===== src/hdl/plen_pkg.sv =====
// Shared widths and parameter defaults for the polyline length accumulator.
`default_nettype none
package plen_pkg;

  // Fixed port widths
  localparam int unsigned XY_W      = 31;
  localparam int unsigned LEN_OUT_W = 48;
  localparam int unsigned IDX_OUT_W = 8;

  // Parameter defaults
  localparam int unsigned MAX_SEGMENTS_DEF = 256;
  localparam int unsigned COORD_BITS_DEF   = 31;
  localparam int unsigned LENGTH_BITS_DEF  = 48;

endpackage
`default_nettype wire


===== src/hdl/polyline_length_accumulator.sv =====
// Top level: polyline length accumulator with serial squaring and square root.
//
// Usage: points enter on the input channel (in_valid/in_stall) with x, y and
// the seg_end/path_end marks; path_end also ends the segment. Each segment end
// yields one word on the output channel (out_valid/out_stall) carrying the
// segment length, running path length, segment index, longest segment so far
// and path_done. Points that do not end a segment yield nothing.
// Order of work: a point that opens a segment goes straight to the report step.
// Any later point passes through COORD_BITS squarer steps, one hand-off,
// COORD_BITS + 1 root steps, one hand-off, one accumulate, one report and one
// idle step before the next point is taken. One point is in flight at a
// time; in_stall is high while it is worked on.
// Reset (rst, synchronous) clears all path state and empties the output.
// A result waits in the output register while out_stall is high; the next
// point is still taken and worked on, and only its own report waits for the
// output register to drain.
`default_nettype none
module polyline_length_accumulator #(
  parameter int unsigned MAX_SEGMENTS = plen_pkg::MAX_SEGMENTS_DEF,
  parameter int unsigned COORD_BITS   = plen_pkg::COORD_BITS_DEF,
  parameter int unsigned LENGTH_BITS  = plen_pkg::LENGTH_BITS_DEF
) (
  input  wire logic                                clk,
  input  wire logic                                rst,
  // input channel
  input  wire logic                                in_valid,
  output logic                                     in_stall,
  input  wire logic signed [plen_pkg::XY_W-1:0]    x,
  input  wire logic signed [plen_pkg::XY_W-1:0]    y,
  input  wire logic                                seg_end,
  input  wire logic                                path_end,
  // output channel
  output logic                                     out_valid,
  input  wire logic                                out_stall,
  output logic [plen_pkg::LEN_OUT_W-1:0]           seg_length,
  output logic [plen_pkg::LEN_OUT_W-1:0]           path_length,
  output logic [plen_pkg::IDX_OUT_W-1:0]           seg_number,
  output logic [plen_pkg::IDX_OUT_W-1:0]           longest_index,
  output logic [plen_pkg::LEN_OUT_W-1:0]           longest_length,
  output logic                                     path_done
);
  import plen_pkg::*;

  localparam int unsigned CB     = COORD_BITS;
  localparam int unsigned SQ_W   = 2 * CB + 1;
  localparam int unsigned RAD_W  = 2 * CB + 2;
  localparam int unsigned ROOT_W = CB + 1;
  localparam int unsigned LB     = LENGTH_BITS;
  localparam int unsigned SEG_W  = $clog2(MAX_SEGMENTS);

  typedef enum logic [4:0] {
    ST_IDLE = 5'b00001,
    ST_MUL  = 5'b00010,
    ST_ROOT = 5'b00100,
    ST_ADD  = 5'b01000,
    ST_FIN  = 5'b10000
  } state_t;

  state_t                 state;
  logic signed [CB-1:0]   prev_x;
  logic signed [CB-1:0]   prev_y;
  logic                   have_prev;
  logic                   send_r;
  logic                   pend_r;
  logic [LB-1:0]          seg_total;
  logic [LB-1:0]          path_total;
  logic [LB-1:0]          best_length;
  logic [SEG_W-1:0]       best_index;
  logic [SEG_W-1:0]       seg_counter;

  logic                   accept;
  logic signed [CB-1:0]   xs;
  logic signed [CB-1:0]   ys;
  logic [CB:0]            dxa, dxb, dya, dyb;
  logic [CB-1:0]          dx, dy;
  logic                   sq_done;
  logic [SQ_W-1:0]        sq_sum;
  logic                   rt_start;
  logic                   rt_done;
  logic [ROOT_W-1:0]      rt_root;
  logic [LB:0]            seg_sum;
  logic [LB-1:0]          seg_total_next;
  logic [LB:0]            path_sum;
  logic [LB-1:0]          path_total_next;
  logic                   better;
  logic                   report;

  assign in_stall = rst || (state != ST_IDLE);
  assign accept   = in_valid && !in_stall;

  // Coordinates taken from their low COORD_BITS, sign-extended
  assign xs = x[CB-1:0];
  assign ys = y[CB-1:0];

  // Absolute differences: both subtractions in parallel, pick by sign
  always_comb begin
    dxa = {xs[CB-1], xs} - {prev_x[CB-1], prev_x};
    dxb = {prev_x[CB-1], prev_x} - {xs[CB-1], xs};
    dya = {ys[CB-1], ys} - {prev_y[CB-1], prev_y};
    dyb = {prev_y[CB-1], prev_y} - {ys[CB-1], ys};
    dx  = dxa[CB] ? dxb[CB-1:0] : dxa[CB-1:0];
    dy  = dya[CB] ? dyb[CB-1:0] : dya[CB-1:0];
  end

  plen_sumsq #(
    .COORD_BITS(COORD_BITS)
  ) u_sumsq (
    .clk  (clk),
    .rst  (rst),
    .start(accept && have_prev),
    .dx   (dx),
    .dy   (dy),
    .done (sq_done),
    .sum  (sq_sum)
  );

  assign rt_start = (state == ST_MUL) && sq_done;

  plen_isqrt #(
    .COORD_BITS(COORD_BITS)
  ) u_isqrt (
    .clk     (clk),
    .rst     (rst),
    .start   (rt_start),
    .radicand(RAD_W'(sq_sum)),
    .done    (rt_done),
    .root    (rt_root)
  );

  // Saturating sums and longest compare
  always_comb begin
    seg_sum         = {1'b0, seg_total} + (LB + 1)'(rt_root);
    seg_total_next  = seg_sum[LB] ? '1 : seg_sum[LB-1:0];
    path_sum        = {1'b0, path_total} + {1'b0, seg_total};
    path_total_next = path_sum[LB] ? '1 : path_sum[LB-1:0];
    better          = (seg_total > best_length);
    report          = (state == ST_FIN) && send_r && (!out_valid || !out_stall);
  end

  // Control and path state
  always_ff @(posedge clk) begin
    if (rst) begin
      state       <= ST_IDLE;
      prev_x      <= '0;
      prev_y      <= '0;
      have_prev   <= 1'b0;
      send_r      <= 1'b0;
      pend_r      <= 1'b0;
      seg_total   <= '0;
      path_total  <= '0;
      best_length <= '0;
      best_index  <= '0;
      seg_counter <= '0;
    end else begin
      case (state)
        ST_IDLE: begin
          if (accept) begin
            prev_x    <= xs;
            prev_y    <= ys;
            have_prev <= 1'b1;
            send_r    <= seg_end || path_end;
            pend_r    <= path_end;
            state     <= have_prev ? ST_MUL : ST_FIN;
          end
        end
        ST_MUL: begin
          if (sq_done) begin
            state <= ST_ROOT;
          end
        end
        ST_ROOT: begin
          if (rt_done) begin
            state <= ST_ADD;
          end
        end
        ST_ADD: begin
          seg_total <= seg_total_next;
          state     <= ST_FIN;
        end
        ST_FIN: begin
          if (!send_r) begin
            state <= ST_IDLE;
          end else if (report) begin
            state <= ST_IDLE;
            if (pend_r) begin
              prev_x      <= '0;
              prev_y      <= '0;
              have_prev   <= 1'b0;
              seg_total   <= '0;
              path_total  <= '0;
              best_length <= '0;
              best_index  <= '0;
              seg_counter <= '0;
            end else begin
              prev_x     <= '0;
              prev_y     <= '0;
              have_prev  <= 1'b0;
              seg_total  <= '0;
              path_total <= path_total_next;
              if (better) begin
                best_length <= seg_total;
                best_index  <= seg_counter;
              end
              if (seg_counter < SEG_W'(MAX_SEGMENTS - 1)) begin
                seg_counter <= seg_counter + SEG_W'(1);
              end
            end
          end
        end
        default: begin
          state <= ST_IDLE;
        end
      endcase
    end
  end

  // Output register
  always_ff @(posedge clk) begin
    if (rst) begin
      out_valid <= 1'b0;
    end else if (report) begin
      out_valid <= 1'b1;
    end else if (!out_stall) begin
      out_valid <= 1'b0;
    end
  end

  always_ff @(posedge clk) begin
    if (report) begin
      seg_length     <= LEN_OUT_W'(seg_total);
      path_length    <= LEN_OUT_W'(path_total_next);
      seg_number     <= IDX_OUT_W'(seg_counter);
      longest_index  <= better ? IDX_OUT_W'(seg_counter) : IDX_OUT_W'(best_index);
      longest_length <= better ? LEN_OUT_W'(seg_total) : LEN_OUT_W'(best_length);
      path_done      <= pend_r;
    end
  end

endmodule
`default_nettype wire


===== src/hdl/plen_sumsq.sv =====
// Bit-serial sum of squares dx*dx + dy*dy, one multiplier bit per cycle (MSB first).
`default_nettype none
module plen_sumsq #(
  parameter int unsigned COORD_BITS = plen_pkg::COORD_BITS_DEF
) (
  input  wire logic                    clk,
  input  wire logic                    rst,
  input  wire logic                    start,
  input  wire logic [COORD_BITS-1:0]   dx,
  input  wire logic [COORD_BITS-1:0]   dy,
  output logic                         done,
  output logic [2*COORD_BITS:0]        sum
);
  import plen_pkg::*;

  localparam int unsigned CB    = COORD_BITS;
  localparam int unsigned SQ_W  = 2 * CB + 1;
  localparam int unsigned CNT_W = $clog2(CB + 1);

  logic [CB-1:0]    mcx;    // multiplicands, held
  logic [CB-1:0]    mcy;
  logic [CB-1:0]    mx;     // multiplier bits, shifted out MSB first
  logic [CB-1:0]    my;
  logic [SQ_W-1:0]  acc;
  logic [SQ_W-1:0]  acc_next;
  logic [CNT_W-1:0] cnt;
  logic             busy;

  // Horner step: acc = 2*acc + bit_x*dx + bit_y*dy
  always_comb begin
    acc_next = {acc[SQ_W-2:0], 1'b0}
             + (mx[CB-1] ? SQ_W'(mcx) : '0)
             + (my[CB-1] ? SQ_W'(mcy) : '0);
  end

  always_ff @(posedge clk) begin
    if (rst) begin
      busy <= 1'b0;
      done <= 1'b0;
      cnt  <= '0;
    end else begin
      done <= busy && (cnt == CNT_W'(1));
      if (start) begin
        busy <= 1'b1;
        cnt  <= CNT_W'(CB);
      end else if (busy) begin
        cnt <= cnt - CNT_W'(1);
        if (cnt == CNT_W'(1)) begin
          busy <= 1'b0;
        end
      end
    end
  end

  // Datapath shift registers
  always_ff @(posedge clk) begin
    if (start) begin
      mcx <= dx;
      mcy <= dy;
      mx  <= dx;
      my  <= dy;
      acc <= '0;
    end else if (busy) begin
      mx  <= {mx[CB-2:0], 1'b0};
      my  <= {my[CB-2:0], 1'b0};
      acc <= acc_next;
    end
  end

  assign sum = acc;

endmodule
`default_nettype wire


===== src/hdl/plen_isqrt.sv =====
// Bit-serial restoring integer square root, one root bit per cycle.
`default_nettype none
module plen_isqrt #(
  parameter int unsigned COORD_BITS = plen_pkg::COORD_BITS_DEF
) (
  input  wire logic                      clk,
  input  wire logic                      rst,
  input  wire logic                      start,
  input  wire logic [2*COORD_BITS+1:0]   radicand,
  output logic                           done,
  output logic [COORD_BITS:0]            root
);
  import plen_pkg::*;

  localparam int unsigned ROOT_W = COORD_BITS + 1;
  localparam int unsigned RAD_W  = 2 * ROOT_W;
  localparam int unsigned REM_W  = ROOT_W + 2;
  localparam int unsigned CNT_W  = $clog2(ROOT_W + 1);

  logic [RAD_W-1:0]  rad;   // radicand, two bits shifted out per step
  logic [REM_W-1:0]  rem;
  logic [REM_W-1:0]  rem_sh;
  logic [REM_W-1:0]  trial;
  logic [REM_W-1:0]  rem_next;
  logic              ge;
  logic [CNT_W-1:0]  cnt;
  logic              busy;

  // One step: bring down two bits, try subtracting 4*root+1
  always_comb begin
    rem_sh   = {rem[REM_W-3:0], rad[RAD_W-1:RAD_W-2]};
    trial    = {root, 2'b01};
    ge       = (rem_sh >= trial);
    rem_next = ge ? (rem_sh - trial) : rem_sh;
  end

  always_ff @(posedge clk) begin
    if (rst) begin
      busy <= 1'b0;
      done <= 1'b0;
      cnt  <= '0;
    end else begin
      done <= busy && (cnt == CNT_W'(1));
      if (start) begin
        busy <= 1'b1;
        cnt  <= CNT_W'(ROOT_W);
      end else if (busy) begin
        cnt <= cnt - CNT_W'(1);
        if (cnt == CNT_W'(1)) begin
          busy <= 1'b0;
        end
      end
    end
  end

  always_ff @(posedge clk) begin
    if (start) begin
      rad  <= radicand;
      rem  <= '0;
      root <= '0;
    end else if (busy) begin
      rad  <= {rad[RAD_W-3:0], 2'b00};
      rem  <= rem_next;
      root <= {root[ROOT_W-2:0], ge};
    end
  end

endmodule
`default_nettype wire


===== config.mk =====
export PLATFORM = sky130hd
export DESIGN_NAME = polyline_length_accumulator
export DESIGN_NICKNAME = d
export VERILOG_FILES = /design/src/hdl/plen_pkg.sv /design/src/hdl/polyline_length_accumulator.sv /design/src/hdl/plen_sumsq.sv /design/src/hdl/plen_isqrt.sv
export SDC_FILE = /design/constraint.sdc
export NUM_CORES = 2
export LEC_CHECK = 0
export ABC_AREA = 1
export ABC_CLOCK_PERIOD_IN_PS = 4400
export BUFFER_PORTS_ARGS = -buffer_cell sky130_fd_sc_hd__buf_2
export CORE_MARGIN = 4
export CORE_UTILIZATION = 55
export CTS_BUF_LIST = sky130_fd_sc_hd__clkbuf_8
export DETAILED_ROUTE_END_ITERATION = 7
export MAX_ROUTING_LAYER = met4
export PLACE_DENSITY = 0.72
export SYNTH_ARGS = -nofsm -noshare
export SYNTH_HDL_FRONTEND = slang
export SYNTH_SLANG_ARGS = --single-unit
export TNS_END_PERCENT = 10

===== constraint.sdc =====
create_clock -name clk -period 4.4 [get_ports clk]
set_input_delay 0.44 -clock clk [delete_from_list [all_inputs] [get_ports clk]]
set_output_delay 0.44 -clock clk [all_outputs]
set_load 0.1 [all_outputs]

======== Yosys cells after proc, flatten, opt, wreduce, memory -nomap -nowiden ========
Cells that the tools add are included.
cells by class
  add/sub/neg operators ................... 12
  order comparisons ....................... 3
  eq/ne operators ......................... 15
  multiplexer cells ....................... 52
  reductions and logical operators ........ 25
operator list
  operator             count
  $mux 31              12
  $mux 48              7
  $add 63x63->63       2
  $mux 63              2
  $pmux 31 s2          2
  $pmux 48 s2          1
  $sub 31x31->32       2
  $sub 31x31->31       2
  $add 48x32->49       1
  $add 48x48->49       1
  $gt 48x48->1         1
  $mux 5               8
  $ge 34x34->1         1
  $mux 32              1
  $mux 8               4
  $sub 32x32->32       1
  $pmux 5 s5           1
  $mux 6               2
  $reduce_and 4->1     3
  $mux 1               11
  $eq 5x1->1 const B   2
  $reduce_bool 2->1    5
  $add 8x1->8 const B  1
  $lt 8x8->1 const B   1
  other kinds (18)     33
word-level totals
  register bits after elaboration ......... 722
  bits of input ports ..................... 68
  output and inout port bits .............. 163
  logic and storage cells ................. 141

======== Longest topological paths before layout ========
  word-level depth ........................ 6
  mapped depth ............................ 22
  depth with buffers taken out ............ 21

======== Cells and area by module ========
A second synthesis with hierarchy kept.
second synthesis, totals
  cell total of the unflattened synthesis .. 7568
  area, all modules ....................... 51931.1 um^2
modules (own cells, without submodules)
  module                       times used  cells each  area each (um^2)  sequential area each (um^2)
  polyline_length_accumulator  1           4751        31594.1           9459.1
  plen_sumsq                   1           1638        12061.6           5124.9
  plen_isqrt                   1           1179        8275.4            3363.2

======== Worst setup path before layout ========
OpenSTA, ideal clock, no wires.
  path type ............................... reg2reg
  start ................................... register out_valid
  end ..................................... register seg_counter[7]
  library setup time ...................... 133 ps
  arrival time ............................ 3699 ps
  data required time ...................... 4267 ps
  slack ................................... 568 ps
  stages on the path, launching flop included .. 9
  path buffers ............................ 0
  period minus slack after synthesis ...... 3832 ps
  cell sequence ........................... dfxtp_1 nand2_1 nand3_2 inv_2 nand2_1 inv_1 nand4_1 nor3_1 nor3_1
between the ends
  word-level cells in the longest chain between the ends .. 4
RTL lines
  item                        RTL line                            source
  start: declaration          polyline_length_accumulator.sv:33   output logic out_valid,
  start signal: assignment    polyline_length_accumulator.sv:220  out_valid <= 1'b0;
  start signal: assignment    polyline_length_accumulator.sv:222  out_valid <= 1'b1;
  start signal: assignment    polyline_length_accumulator.sv:224  out_valid <= 1'b0;
  $logic_not 1->1             polyline_length_accumulator.sv:137  report = (state == ST_FIN) && send_r && (!out_valid || !out_stall);
  $logic_or 1x1->1            polyline_length_accumulator.sv:137
  $logic_and 1x1->1           polyline_length_accumulator.sv:137
  net report                  polyline_length_accumulator.sv:86   logic report;
  $reduce_and 4->1 (no line)  -
  end signal: assignment      polyline_length_accumulator.sv:205  seg_counter <= seg_counter + SEG_W'(1);
  end: declaration            polyline_length_accumulator.sv:69   logic [SEG_W-1:0] seg_counter;
The timed path passes the listed nets, and every way through them passes these cells.
A chain may end at the register's enable or synchronous reset.

======== Worst setup path in the final report ========
  start ................................... register u_sumsq.mx[30]
  end ..................................... register u_sumsq.acc[37] (netlist: u_sumsq.sum[37])
between the ends
  word-level cells in the longest chain between the ends .. 3
RTL lines
  item                      RTL line          source
  start: declaration        plen_sumsq.sv:22  logic [CB-1:0] mx;
  start signal: assignment  plen_sumsq.sv:64  mx <= {mx[CB-2:0], 1'b0};
  $mux 31                   plen_sumsq.sv:32  + (mx[CB-1] ? SQ_W'(mcx) : '0)
  $add 63x63->63            plen_sumsq.sv:32
  $add 63x63->63            plen_sumsq.sv:33  + (my[CB-1] ? SQ_W'(mcy) : '0);
  end signal: assignment    plen_sumsq.sv:66  acc <= acc_next;
  end: declaration          plen_sumsq.sv:24  logic [SQ_W-1:0] acc;
Every way passes these cells.

==> results.md <==
* CP Class: reg -> reg
* WL/cell at 18.5 um
* CTS buffer count at 121
* WL met2 at 72300 um
* All-Layer GR Usage at 34.5%
* Area of the core at 92200 um2
* CP Capture Type: register
* Cell variety after synth at 58
* Post-Syn Nets at 7902
* Synthesized cell area at 51500 um2
* Ys flop type: dfxtp_1
* Power share of the combinational group at 37.7%
* Post-synth top area cell: edfxtp_1
* Int Power at 0.0136 W
* Initial Util at 55.8%
* Residual DRC count at 0
* Switching part of the total at 41.5%
* Sink Count at 722
* Dpl cells at 8793
* Worst-path clk slew at 0.06 ns
* Row cnt at 111
* Clk pwr share at 26.7%
* I/O pins at 231
* Area taken by multi-input logic gates at 27900 um2
* DRT iter0 DRCs at 4990
* Layout cells sized above 1 at 9.14%
* Syn Inst Count at 7476
* Final clock skew at 0.0781 ns
* Number of routed nets with antenna violations at 0
* Largest net degree at the start of global routing at 163
* Vias in the first global route at 45100
* Post-CTS Setup Bufs at 0
* P per Cell Area at 408 nW/um2
* Port Buffers at 230
* Final hold violation count at 0
* TritonCTS clock tree: done
* Synth area leaders: edfxtp_1, nand2_1, dfxtp_1
* Metal3 WL at 13800 um
* GP Congestion at 1.04
* Hold path depth at 3
* Layout area overhead at 10.2%
* Max-Cap Viols at 0
* Peak Freq at 265 MHz
* Final nets at 8166
* Tightest Pin Transition at 1.08 ns
* Seq. cell area at 17900 um2
* Final Non-Filler Cells at 9093
* Drt total wl at 169000 um
* Post-DP HPWL at 131000 um
* Avg Cell Area, Syn at 6.89 um2
* R2R depth at 20
* Post-synth ARST share at 0%
* Critical Path RT at 5.10 ns
* First-pass GRT wire length at 260000 um
* Clock Tree Root: clkbuf_8
* CP arrival at 4.47 ns
* Post-synthesis sequential area ratio at 34.8%
* Max Slew Vio Count at 0
* Total Neg Setup Slack at 0 ns
* Final setup viols at 0
* Max Used Layer: met4
* Crit-path max FO at 23
* Die Width at 314 um
* Total grt overflow at 0
* CP startpoint kind: register
* Filler cell count at 8795
* Initial antenna violation count at 7
* Pleak at 27.9 nW
* Drt via density at 5.36
* Status: finished, final reports clean
* Worst Hold Class: in -> reg
* Chip height at 314 um
* Warnings, synthesis at 0
* RSZ-0062 raised after global routing: no
* Slew headroom at 28.3%
* Reg power frac at 35.7%
* Worst-Skew Late Latency at 0.85 ns
* Die ar. at 98600 um2
* Ratio of final minimum period to clock period at 85.7%
* Final Critical Period at 3.77 ns
* Switching component of the power at 0.00960 W
* Vias at 48700
* Bufs on Longest Clock Path at 3
* Synth top area share at 20.3%
* Post-synth EDFFs at 348
* Synthesis-stage register bit count at 722
* Maximum level of the CTS H-tree at 3
* M1 wire length at 79000 um
* TritonRoute pass-1 iters at 8
* # resized after CTS at 0
* Peak supply drop at 0.519 mV
metal layers:
metal,vias to the layer above,global-route usage [%]
met5,-,-
met4,0,7.11
met3,237,5.93
met2,1798,51.1
met1,22500,49.8
li1,24200,-
layout by cell type (no fill, tap or decap), types with 13 or more instances in the layout:
master,count
clkbuf_8,134
a21oi_1,539
dfxtp_1,373
inv_1,1224
fa_1,37
nand2_2,100
nand3b_1,13
o21ai_0,287
and2_1,63
a21oi_2,13
o211ai_1,18
clkinv_2,21
nand3_2,21
xnor2_1,48
buf_2,229
nor2_2,14
nand4_1,57
dlygate4sd3_1,67
nor3_1,55
xor2_1,119
clkinv_1,13
nand2_1,2446
nor4_1,14
edfxtp_1,348
nor2_1,484
o21bai_1,33
ha_1,321
nand3_1,462
nand2_4,30
a22oi_1,33
inv_2,18
o21ai_1,33
buf_4,60
power by group through the flow:
| stage | Combinational, W | Clock, W | Sequential (W) |
|---|---|---|---|
| global route | 0.00973 | 0.00659 | 0.00830 |
| detailed placement | 0.00851 | 0 | 0.00837 |
| floorplan | 0.00613 | 0 | 0.00845 |
| CTS | 0.00862 | 0.00627 | 0.00823 |
| finish | 0.00873 | 0.00617 | 0.00826 |
| global placement | 0.00844 | 0 | 0.00836 |
final timing paths:
path / start / end / slack [ns]
worst min register to register: u_isqrt.rem[30]$_SDFFE_PP0P_ / u_isqrt.rem[30]$_SDFFE_PP0P_ / 0.46
worst max-delay path: u_sumsq.mx[30]$_DFFE_PP_ / u_sumsq.sum[37]$_SDFFE_PP0P_ / 0.63
worst min-delay path: in_valid / have_prev$_SDFFE_PP0P_ / 0.07
worst max register to register: u_sumsq.mx[30]$_DFFE_PP_ / u_sumsq.sum[37]$_SDFFE_PP0P_ / 0.63
state kept, by name, indices dropped and copies added, names as in the netlist, 32 cells and up:
| name | flops |
|---|---|
| seg_length | 48 |
| u_isqrt.rad | 64 |
| best_length | 48 |
| u_sumsq.sum | 63 |
| path_total | 48 |
| u_isqrt.rem | 32 |
| seg_total | 48 |
| path_length | 48 |
| longest_length | 48 |
| u_isqrt.root | 32 |
cell usage after synthesis, types with 4 or more instances:
library cell and instances:
nand2_1 2451, inv_1 1178, a21oi_1 539, nor2_1 485, nand3_1 463, dfxtp_1 374
edfxtp_1 348, ha_1 321, o21ai_0 287, xor2_1 119, nand2_2 98, clkbuf_1 93
buf_2 71, and2_1 63, nand4_1 57, nor3_1 55, xnor2_1 48, fa_1 37
a22oi_1 33, o21ai_1 33, o21bai_1 33, nand2_4 27, buf_6 24, nand3_2 21
inv_2 20, o211ai_1 18, nor2_2 15, nor4_1 14, a21oi_2 13, buf_1 13
buf_4 13, nand3b_1 13, o21a_1 12, or2_2 12, a21o_1 11, o21ai_2 10
nor2_4 7, a21oi_4 5, nor3_2 5, a31oi_1 4
critical path, stage by stage, from the launching register on:
cell,delay [ns]
edfxtp_1,0.92
nand2_1,0.15
fa_1,0.46
inv_1,0.07
ha_1,0.17
inv_1,0.06
fa_1,0.40
inv_1,0.11
nand3_1,0.07
nand2_1,0.12
nand3_1,0.08
nand2_1,0.13
nand2_1,0.07
nand2_1,0.19
nand2_1,0.08
nand3_1,0.21
nand2_1,0.11
nand3_1,0.08
nand3_1,0.08
nand2_1,0.09
inv_1,0.03
cell families (layout without fill, tap and decap cells):
family          after synthesis  in the layout  share of synthesized area (%)
buf+inv                    1423           1793                           11.1
other cells                   0              4                              0
fa+ha+maj                   358            358                           9.24
compound gates             1008           1008                           10.7
flops                       722            722                           34.8
xor+xnor                    167            167                           2.84
simple gates               3798           3798                           31.3
through the flow:
step	instance area, um2	total power, W	setup WS [ns]	util (%)	hold WS [ns]
2_1_floorplan	51500	0.0146	0.568	-	0.423
3_3_place_gp	53600	0.0168	0.647	58.1	0.441
3_5_place_dp	53600	0.0169	0.641	58.1	0.446
4_1_cts	56800	0.0231	0.636	61.5	0.00832
5_1_grt	56800	0.0246	0.208	61.6	0.0339
6_report	56800	0.0232	0.628	61.6	0.0675
final cells by class:
cell class | count | area share, %
multi-input cells | 5331 | 49.1
flip-flops and latches | 722 | 31.6
inverters | 1203 | 7.99
repair buffers | 361 | 4.16
clock buffers | 133 | 3.22
well taps | 1243 | 2.74
clock inverters | 96 | 1.14
diodes | 4 | 0.0176
timing repair:
item,in CTS,in global routing
hold buffers,67,0
endpoints found under the hold margin,87,0
endpoints found under the setup margin,0,0
(Power assumes the default switching activity.)
